$ cat src/hw/rtl/assert_macros.svh
// Assertion macros shared by the RTL files of the vector magnitude block.
// Each macro expects i_clk and i_rst_n to exist in the including module.
`ifndef ASSERT_MACROS_SVH
`define ASSERT_MACROS_SVH

// The property must hold at every clock edge outside reset.
`define ASSERT_CLK(label, prop, msg) \
    label: assert property (@(posedge i_clk) disable iff (!i_rst_n) (prop)) else $error(msg);

// The expression must never be true outside reset.
`define ASSERT_NEVER(label, expr, msg) \
    label: assert property (@(posedge i_clk) disable iff (!i_rst_n) !(expr)) else $error(msg);

`endif

$ cat src/hw/rtl/v3m_sqrt_cell.sv
// One cell of the square root chain: settles one root bit from two radicand bits.
// Registered stage with its own valid and ready; no package dependency.
`default_nettype none

module v3m_sqrt_cell #(
    parameter int ROOT_W = 32
) (
    input  wire logic                    i_clk,
    input  wire logic                    i_rst_n,
    input  wire logic                    i_valid,
    output logic                         o_ready,
    input  wire logic [2*ROOT_W-1:0]     i_rad,
    input  wire logic [ROOT_W+1:0]       i_rem,
    input  wire logic [ROOT_W-1:0]       i_root,
    output logic                         o_valid,
    input  wire logic                    i_ready,
    output logic      [2*ROOT_W-1:0]     o_rad,
    output logic      [ROOT_W+1:0]       o_rem,
    output logic      [ROOT_W-1:0]       o_root
);

    localparam int RAD_W = 2 * ROOT_W;

    logic [ROOT_W+3:0]  w_cand;
    logic [ROOT_W+3:0]  w_trial;
    logic [ROOT_W+3:0]  w_diff;
    logic               w_ge;
    logic               r_valid;
    logic [RAD_W-1:0]   r_rad;
    logic [ROOT_W+1:0]  r_rem;
    logic [ROOT_W-1:0]  r_root;

    assign w_cand  = {i_rem, i_rad[RAD_W-1:RAD_W-2]};
    assign w_trial = {2'b00, i_root, 2'b01};
    assign w_ge    = (w_cand >= w_trial);
    assign w_diff  = w_cand - w_trial;
    assign o_ready = !r_valid || i_ready;

    always_ff @(posedge i_clk) begin
        if (!i_rst_n) begin
            r_valid <= 1'b0;
        end else if (o_ready) begin
            r_valid <= i_valid;
        end
    end

    always_ff @(posedge i_clk) begin
        if (i_valid && o_ready) begin
            r_rad  <= {i_rad[RAD_W-3:0], 2'b00};
            r_rem  <= w_ge ? w_diff[ROOT_W+1:0] : w_cand[ROOT_W+1:0];
            r_root <= {i_root[ROOT_W-2:0], w_ge};
        end
    end

    assign o_valid = r_valid;
    assign o_rad   = r_rad;
    assign o_rem   = r_rem;
    assign o_root  = r_root;

endmodule

`default_nettype wire

$ cat config.mk
export PLATFORM = sky130hd
export DESIGN_NAME = v3m_sqrt_cell
export DESIGN_NICKNAME = d
export VERILOG_FILES = /design/src/hw/rtl/assert_macros.svh /design/src/hw/rtl/v3m_sqrt_cell.sv
export SDC_FILE = /design/constraint.sdc
export NUM_CORES = 1
export LEC_CHECK = 0
export BUFFER_PORTS_ARGS = -buffer_cell sky130_fd_sc_hd__buf_2
export CAP_MARGIN = 20
export CORE_MARGIN = 5
export CORE_UTILIZATION = 35
export CTS_BUF_LIST = sky130_fd_sc_hd__clkbuf_16
export DETAILED_ROUTE_END_ITERATION = 8
export GPL_TIMING_DRIVEN = 0
export REMOVE_ABC_BUFFERS = 1
export SKIP_CTS_REPAIR_TIMING = 1
export SKIP_LAST_GASP = 1
export SLEW_MARGIN = 0
export SYNTH_ARGS = -nofsm -noshare
export SYNTH_HDL_FRONTEND = slang
export SYNTH_SLANG_ARGS = --single-unit
$ cat constraint.sdc
create_clock -name i_clk -period 14.6 [get_ports i_clk]
set_input_delay 4.38 -clock i_clk [delete_from_list [all_inputs] [get_ports i_clk]]
set_output_delay 4.38 -clock i_clk [all_outputs]
set_load 0.005 [all_outputs]
==> key figures <==
Yosys
  – Post-synthesis cell type count: 53
  – Total of warnings raised by yosys: 0
  – Sequential share of the synthesized area: 61.7%
  – Library cell occupying the most area in the post-synthesis netlist: edfxtp_1
  – Synth top area share: 61.4%
  – Ranking of synthesized cells by area: edfxtp_1 (61%), ha_1 (6.8%), a21oi_1 (3.7%)
  – Post-Synthesis Cell Area: 0.00626 mm²
  – Syn Area/Cell: 12.2 µm²
  – Cell types with the highest counts after synthesis: edfxtp_1 (128), a21oi_1 (46), inv_1 (42)
  – Mapped Cells: 512
  – Share of async-settable or async-resettable flops after synthesis: 0%
  – Most frequent cell after synthesis: edfxtp_1
  – Number of synthesized flops with an enable pin: 128
  – Register bit total from synthesis: 129
  – Most frequently used flop master after synthesis: edfxtp_1

STA
  – Final Setup Violations: 0
  – Least-Margin Pin Slew: 0.803 ns
  – Unrepaired setup endpoints after global routing: no
  – Time the final worst path needs with I/O delays and setup: 9.15 ns
  – Max-slew violation count: 0
  – Final Cycle Share: 62.6%
  – Final setup skew: 0.0102 ns
  – Number of hold violations in the final report: 0
  – Worst hold slack after final layout: 0.543 ns
  – Peak clock frequency supported by timing: 109 MHz
  – Max transition margin: 46.5%
  – Sum of negative setup slack: 0 ns
  – Worst setup margin: 5.45 ns

Clock tree
  – H-Tree Depth: 4
  – Clock slew at the register clock pins of the worst setup and hold paths: 0.06 ns
  – Worst-Skew Late Latency: 0.42 ns
  – Number of CTS-inserted buffers: 17
  – CTS tree: done
  – Num Clock Sinks: 129
  – Buffers from clock root to sink, at most: 2
  – CTS root buffer: clkbuf_16

Global routing
  – Initial antenna violation count: 0
  – Pin count of the biggest net entering global routing: 73
  – Vias in the first global route: 4,798
  – Aggregate global routing overflow: 0
  – First-pass GRT wire length: 25,900 µm
  – Overall global routing resource usage: 16.5%

Power and ir drop
  – Areal power density over the cells: 129 mW/mm²
  – Standby leakage power: 3.79 nW
  – Final Total Pwr: 1.08 mW
  – Max IR drop VDD: 0.0756 mV

Final layout
  – Final Net Count: 946
  – Antenna diode count: 0
  – Post-synthesis to final-layout area growth: 34.6%
  – Share of final-layout standard cells stronger than drive strength 1: 38.4%

Job
  – Count of max-cap constraint violations: 0

Floorplan
  – Core Region: 0.0178 mm²
  – Starting Density: 35.2%
  – Standard-cell row count: 49
  – Die area: 0.0207 mm²
  – DIE HEIGHT: 144 µm
  – I/O pin count: 266
  – Die outline width: 144 µm

Detailed routing
  – Mean number of vias per cell: 4.81
  – Count of nets left with antenna violations after detail routing: 0
  – WL/cell: 17.4 µm
  – First-pass detailed-route iteration total: 4
  – Violation count after the first detailed-route iteration: 245
  – Vias after detailed routing: 4,911
  – Routed Wire Length: 17,700 µm
  – Post-detailed-route DRC marker count: 0

Worst setup path
  – Most used cell, CP: buf_2
  – Longest individual stage delay on the worst path: 0.15 ns
  – Critical Path Sink Type: primary output
  – Slowest library cell on the worst path: nand2b_1
  – CP bufs+invs: 2
  – Critical Path AT: 4.77 ns
  – Data required time of the critical path: 10.22 ns
  – Crit path max fanout: 3
  – Family of cells with the greatest summed delay on the critical path: buffers and inverters
  – Worst path cell trace: buf_2 -> nand2b_1 -> buf_2
  – Startpoint class of the critical path: primary input
  – Start-to-end type of the worst setup path: in -> out

Place
  – Placement Setup Slack: 5.46 ns
  – Placed wire-length estimate: 13,800 µm
  – Placer's final routability congestion estimate: 0.793
  – Count of buffers from port buffering: 263

Min path
  – Path category of the worst min-delay check: reg -> reg

Run status
  – Result of the run: completed
[state kept, by name (all words and copies together) (netlist names)]
signal	count
o_root	32
o_valid	1
o_rad	62
o_rem	34
[worst reg2reg max path, cell delays in order (launching register included)]
cell      delay (ns)
dfxtp_1         0.31
nand2b_1        0.10
and2_4          0.66
buf_16          0.40
[power breakdown]
part | switching [mW] | internal, mW | leakage (nW)
clock network | 0.175 | 0.289 | 0.313
logic | 0.0946 | 0.0744 | 2.23
registers | 0.00620 | 0.445 | 1.24
total | 0.276 | 0.809 | 3.79
[area by class of cell]
cell class              count  area, µm²
inverters                  43        161
clock buffers              17        425
clock inverters            15        211
multi-input cells         323       2140
repair buffers            264       1340
well taps                 229        287
flip-flops and latches    129       3860
fillers                  1631       9350
[path summary, 6_finish.rpt]
kind                                to                 start  cells past startpoint  slack, ns
setup / recovery               o_ready               i_ready                      3       5.45
hold / removal    o_valid$_SDFFE_PN0N_  o_valid$_SDFFE_PN0N_                      2       0.54
setup reg to reg   o_root[3]$_DFFE_PP_  o_valid$_SDFFE_PN0N_                      3      12.74
hold reg to reg   o_valid$_SDFFE_PN0N_  o_valid$_SDFFE_PN0N_                      2       0.54
[stage by stage]
stage	instance area, µm²	utilization [%]	cells
3_5_place_dp	7790	43.8	988
2_1_floorplan	6160	-	495
5_1_grt	8430	47.4	1020
6_report	8430	47.4	1020
4_1_cts	8430	47.4	1020
3_3_place_gp	7760	43.7	987
[per-layer routing]
metal | routed length, µm | vias up | track usage [%] | share of wire [%]
li1 | - | 2433 | - | -
met1 | 7330 | 2275 | 20.0 | 41
met2 | 8610 | 185 | 28.2 | 49
met3 | 1540 | 18 | 5.19 | 8.7
met4 | 264 | 0 | 5.25 | 1.5
met5 | 0 | - | 0 | 0
[cells by family after synthesis]
group / synth area share (%)
other: 0.0599
AND/OR/NAND/NOR: 8.91
adder cells (fa/ha/maj): 6.79
multiplexers: 0.160
flip-flops: 61.7
XOR/XNOR: 3.92
buffers and inverters: 4.28
AO/OA/AOI/OAI: 14.2
[cells in the final DEF (no fill, tap or decap), drive strengths merged, types with 2 or more instances in the layout]
cell / count
buf: 264
nor3: 9
o31ai: 3
nand2b: 6
bufinv: 4
a311oi: 2
clkinv: 6
edfxtp: 128
o211ai: 5
conb: 2
a31oi: 6
nor2: 33
xnor2: 13
nand2: 41
a21boi: 6
ha: 34
nand3: 4
and3: 6
a21oi: 46
o31a: 2
nand4: 8
or2: 2
xor2: 15
o21a: 2
and2: 6
inv: 47
a21o: 22
o41ai: 3
a221oi: 2
o21ai: 31
clkbuf: 17
(Power assumes the default switching activity.)
