File: config.mk
export PLATFORM = sky130hd
export DESIGN_NAME = v3m_square
export DESIGN_NICKNAME = d
export VERILOG_FILES = /design/src/hw/rtl/assert_macros.svh /design/src/hw/rtl/v3m_pkg.sv /design/src/hw/rtl/v3m_square.sv
export SDC_FILE = /design/constraint.sdc
export NUM_CORES = 2
export LEC_CHECK = 0
export BUFFER_PORTS_ARGS = -buffer_cell sky130_fd_sc_hd__buf_2
export CAP_MARGIN = 20
export CELL_PAD_IN_SITES_DETAIL_PLACEMENT = 0
export CELL_PAD_IN_SITES_GLOBAL_PLACEMENT = 1
export CORE_ASPECT_RATIO = 0.6
export CORE_MARGIN = 2
export CORE_UTILIZATION = 55
export CTS_BUF_LIST = sky130_fd_sc_hd__clkbuf_2
export DETAILED_ROUTE_END_ITERATION = 10
export GPL_ROUTABILITY_DRIVEN = 0
export GPL_TIMING_DRIVEN = 0
export PLACE_DENSITY_LB_ADDON = 0.15
export SLEW_MARGIN = 20
export SYNTH_ARGS = -nofsm -noshare
export SYNTH_HDL_FRONTEND = slang
export SYNTH_SLANG_ARGS = --single-unit
File: constraint.sdc
create_clock -name i_clk -period 11.9 [get_ports i_clk]
set_input_delay 0 -clock i_clk [delete_from_list [all_inputs] [get_ports i_clk]]
set_output_delay 0 -clock i_clk [all_outputs]
set_load 0.05 [all_outputs]
File: src/hw/rtl/assert_macros.svh
// Assertion macros shared by the RTL files of the vector magnitude block.
// Each macro expects i_clk and i_rst_n to exist in the including module.
`ifndef ASSERT_MACROS_SVH
`define ASSERT_MACROS_SVH

// The property must hold at every clock edge outside reset.
`define ASSERT_CLK(label, prop, msg) \
    label: assert property (@(posedge i_clk) disable iff (!i_rst_n) (prop)) else $error(msg);

// The expression must never be true outside reset.
`define ASSERT_NEVER(label, expr, msg) \
    label: assert property (@(posedge i_clk) disable iff (!i_rst_n) !(expr)) else $error(msg);

`endif

File: src/hw/rtl/v3m_pkg.sv
// Package for the vector magnitude block: result width and stage control type.
// Used by v3m_square and vector3_magnitude; depends on nothing.
`default_nettype none

package v3m_pkg;

    localparam int LEN_WIDTH = 32;

    typedef struct packed {
        logic load_pp;
        logic load_sq;
    } t_sq_ctl;

endpackage

`default_nettype wire

File: src/hw/rtl/v3m_square.sv
// Two-stage squarer for one signed component: magnitude and split products, then sum.
// Depends on v3m_pkg for the stage control type.
`default_nettype none

module v3m_square
    import v3m_pkg::*;
#(
    parameter int COMP_WIDTH = 32
) (
    input  wire logic                        i_clk,
    input  wire t_sq_ctl                     i_ctl,
    input  wire logic [COMP_WIDTH-1:0]       i_comp,
    output logic      [2*COMP_WIDTH-1:0]     o_square
);

    localparam int LO_W = (COMP_WIDTH + 1) / 2;
    localparam int HI_W = COMP_WIDTH - LO_W;
    localparam int SQ_W = 2 * COMP_WIDTH;

    logic [COMP_WIDTH-1:0]  w_mag;
    logic [2*HI_W-1:0]      n_hh;
    logic [HI_W+LO_W-1:0]   n_hl;
    logic [2*LO_W-1:0]      n_ll;
    logic [2*HI_W-1:0]      r_hh;
    logic [HI_W+LO_W-1:0]   r_hl;
    logic [2*LO_W-1:0]      r_ll;
    logic [SQ_W-1:0]        n_square;
    logic [SQ_W-1:0]        r_square;

    assign w_mag = i_comp[COMP_WIDTH-1] ? (~i_comp + {{(COMP_WIDTH-1){1'b0}}, 1'b1}) : i_comp;

    always_comb begin
        n_hh = {{HI_W{1'b0}}, w_mag[COMP_WIDTH-1:LO_W]}
             * {{HI_W{1'b0}}, w_mag[COMP_WIDTH-1:LO_W]};
        n_hl = {{LO_W{1'b0}}, w_mag[COMP_WIDTH-1:LO_W]}
             * {{HI_W{1'b0}}, w_mag[LO_W-1:0]};
        n_ll = {{LO_W{1'b0}}, w_mag[LO_W-1:0]}
             * {{LO_W{1'b0}}, w_mag[LO_W-1:0]};
    end

    always_comb begin
        n_square = ({{(SQ_W-2*HI_W){1'b0}}, r_hh} << (2 * LO_W))
                 + ({{(SQ_W-HI_W-LO_W){1'b0}}, r_hl} << (LO_W + 1))
                 + {{(SQ_W-2*LO_W){1'b0}}, r_ll};
    end

    always_ff @(posedge i_clk) begin
        if (i_ctl.load_pp) begin
            r_hh <= n_hh;
            r_hl <= n_hl;
            r_ll <= n_ll;
        end
        if (i_ctl.load_sq) begin
            r_square <= n_square;
        end
    end

    assign o_square = r_square;

endmodule

`default_nettype wire

==> results.json <==
{
  "setup_tns_ns": 0,
  "detail_route.vias_per_cell": 5.51,
  "slowest_stage": "clkbuf_1",
  "dr_total_vias": 21500,
  "regToRegStartpoint": "r_ll[18]$_DFFE_PP_",
  "critical_path.startpoint_type": "input pin",
  "numCtsBuffers": 17,
  "synth_edf_count": 157,
  "initial_utilization_pct": 55.5,
  "place_hpwl_um": 67600,
  "yosysSeqAreaShare_pct": 16.3,
  "crit_path_end_kind": "flip-flop",
  "grt_pass1_wl_um": 127000,
  "critPathKind": "input pin to flip-flop",
  "avgSynthCellArea_sq_um": 9.57,
  "post_cts_buffers": 0,
  "critical_path_required_ns": 12.68,
  "dieArea_sq_um": 54700,
  "layout_commonest_cell": "inv_1",
  "yosys_register_bits": 157,
  "min-delay-start": "i_comp[30]",
  "worst-endpoint-arrival_ns": 10.39,
  "synth_flop_cell": "edfxtp_1",
  "async_flop_share_pct": 0,
  "drt-wirelength-per-cell_um": 21.1,
  "final_net_count": 4063,
  "worstPathMaxFanout": 10,
  "fin_crit_sh_pct": 80.8,
  "slew_headroom_pct": 19.9,
  "ioPinCount": 99,
  "cpMostUsedCell": "fa_1",
  "fp.dieH_um": 182,
  "max_freq_mhz": 104,
  "layout-drive-gt1-share_pct": 5.36,
  "maxCapViolCount": 0,
  "tightest_slew_ns": 1.19,
  "fillers": 4636,
  "final_cell_mix": "inv_1 (711), fa_1 (522), ha_1 (325)",
  "drtPass1Iterations": 8,
  "die_w_um": 300,
  "crit_start": "i_comp[0]",
  "critPathTopFamily": "adder cells",
  "ys_warn_count": 0,
  "io_buffers": 97,
  "grt-ovfl-total": 0,
  "drt_iter0_drc": 2053,
  "critPathMaxStageDelay_ns": 0.71,
  "fin_crit_ns": 9.62,
  "grt_max_degree": 64,
  "cts_tree": "yes",
  "min_path_type": "input pin to flip-flop",
  "clock_sink_count": 157,
  "outcome": "finished clean",
  "area_growth_pct": 6.67,
  "core_sq_um": 52300,
  "rsz0062_at_grt": "false",
  "htreeDepth": 4,
  "netlist_instances": 3031,
  "drtAntennaViolNets": 0,
  "antenna_found_initial": 2,
  "skew_ns": 0.0407,
  "synth.distinct_cells": 67,
  "wl_um": 82000,
  "syn_area_sq_um": 29000,
  "worstPathBufferInverterCount": 11,
  "clock_latency_ns": 0.98,
  "final_hold_viol_count": 0,
  "track_usage_pct": 31.4,
  "cts_root_buf": "clkbuf_2",
  "num_rows": 65,
  "grt_pass1_vias": 22000,
  "route.detailed.drc": 0,
  "clock_path_buffers": 2,
  "finalMaxSlewViolations": 0,
  "path_clk_slew_ns": 0.27,
  "setup_viol": 0
}
-- cells in the mapped netlist, types with 5 or more instances --
cell,count,area share [%]
a211oi_1,9,0.23
a21o_1,59,1.5
a21oi_1,100,1.7
a31oi_1,13,0.28
a41oi_1,6,0.18
and2_1,7,0.15
and3_1,7,0.15
buf_1,7,0.091
buf_2,10,0.17
clkbuf_1,82,1.1
edfxtp_1,157,16
fa_1,522,36
ha_1,325,14
inv_1,711,9.2
nand2_1,319,4.1
nand2b_1,13,0.28
nand3_1,14,0.24
nand4_1,19,0.41
nor2_1,265,3.4
nor2b_1,9,0.19
nor3_1,19,0.33
nor3b_1,5,0.13
o211ai_1,5,0.13
o21a_1,16,0.41
o21ai_0,57,0.98
o21bai_1,18,0.47
o31ai_1,11,0.28
or3_1,10,0.22
xnor2_1,100,3.0
xor2_1,69,2.1
-- registers in the layout (all words and copies together), names as in the netlist --
| signal | flops |
|---|---|
| r_ll | 31 |
| r_hl | 32 |
| o_square | 63 |
| r_hh | 31 |
-- tightest hold or removal path: stages --
cell and delay [ns]:
buf_2 0.13, xor2_2 0.24, nand2_2 0.11, xnor2_1 0.12
ha_1 0.15, xnor2_1 0.09, xnor2_1 0.14
-- metrics by stage --
stage | util, % | hold slack [ns] | instance area, sq um | setup WS [ns] | cells
after floorplan | - | 0.0989 | 29100 | 4.05 | 3049
after global placement | 58.2 | 0.328 | 30400 | 2.02 | 3849
after detailed placement | 58.4 | 0.340 | 30600 | 2.02 | 3853
after CTS | 59.2 | 0.00403 | 30900 | 2.56 | 3896
after global routing | 59.2 | 0.0645 | 30900 | 2.05 | 3897
final | 59.2 | 0.118 | 30900 | 2.28 | 3897
-- final timing paths --
kind                                 end  slack (ns)  depth (start not counted)
setup / recovery      r_hl[30]$_DFFE_PP_        2.28                         34
hold / removal        r_hh[31]$_DFFE_PP_        0.12                          7
setup reg to reg  o_square[60]$_DFFE_PP_        7.58                         10
hold reg to reg   o_square[15]$_DFFE_PP_        0.40                          0
-- logic make-up after synthesis --
kind of cell	synth area share (%)
other cells	0.0259
buf+inv	10.7
compound gates	7.49
simple gates	10.1
fa+ha+maj	50.0
flops	16.3
xor+xnor	5.38
-- layer usage --
layer | vias to the layer above | part of all wire, % | track usage (%)
met3 | 91 | 15 | 14.5
met5 | - | 0.054 | 0
met1 | 10700 | 46 | 47.7
met4 | 4 | 1.4 | 5.50
li1 | 9645 | - | -
met2 | 1066 | 38 | 40.7
-- area by class of cell --
class / count / area [sq um] / area share (%)
Multi-Input combinational cell: 2073 / 21300 / 68.9
Clock buffer: 19 / 95.1 / 0.307
Antenna cell: 1 / 2.50 / 0.00809
Tap cell: 703 / 880 / 2.84
Sequential cell: 157 / 4710 / 15.2
Clock inverter: 12 / 138 / 0.445
Buffer: 101 / 403 / 1.30
Inverter: 718 / 2700 / 8.71
Timing Repair Buffer: 113 / 704 / 2.28
-- what timing repair did --
item,CTS,global route
gates resized for setup,0,0
hold endpoints to repair,164,0
endpoints found under the setup margin,0,0
hold buffers,12,0
Power is not shown: default switching activity piles up to over one toggle a cycle in this logic, so the estimate is an artifact.
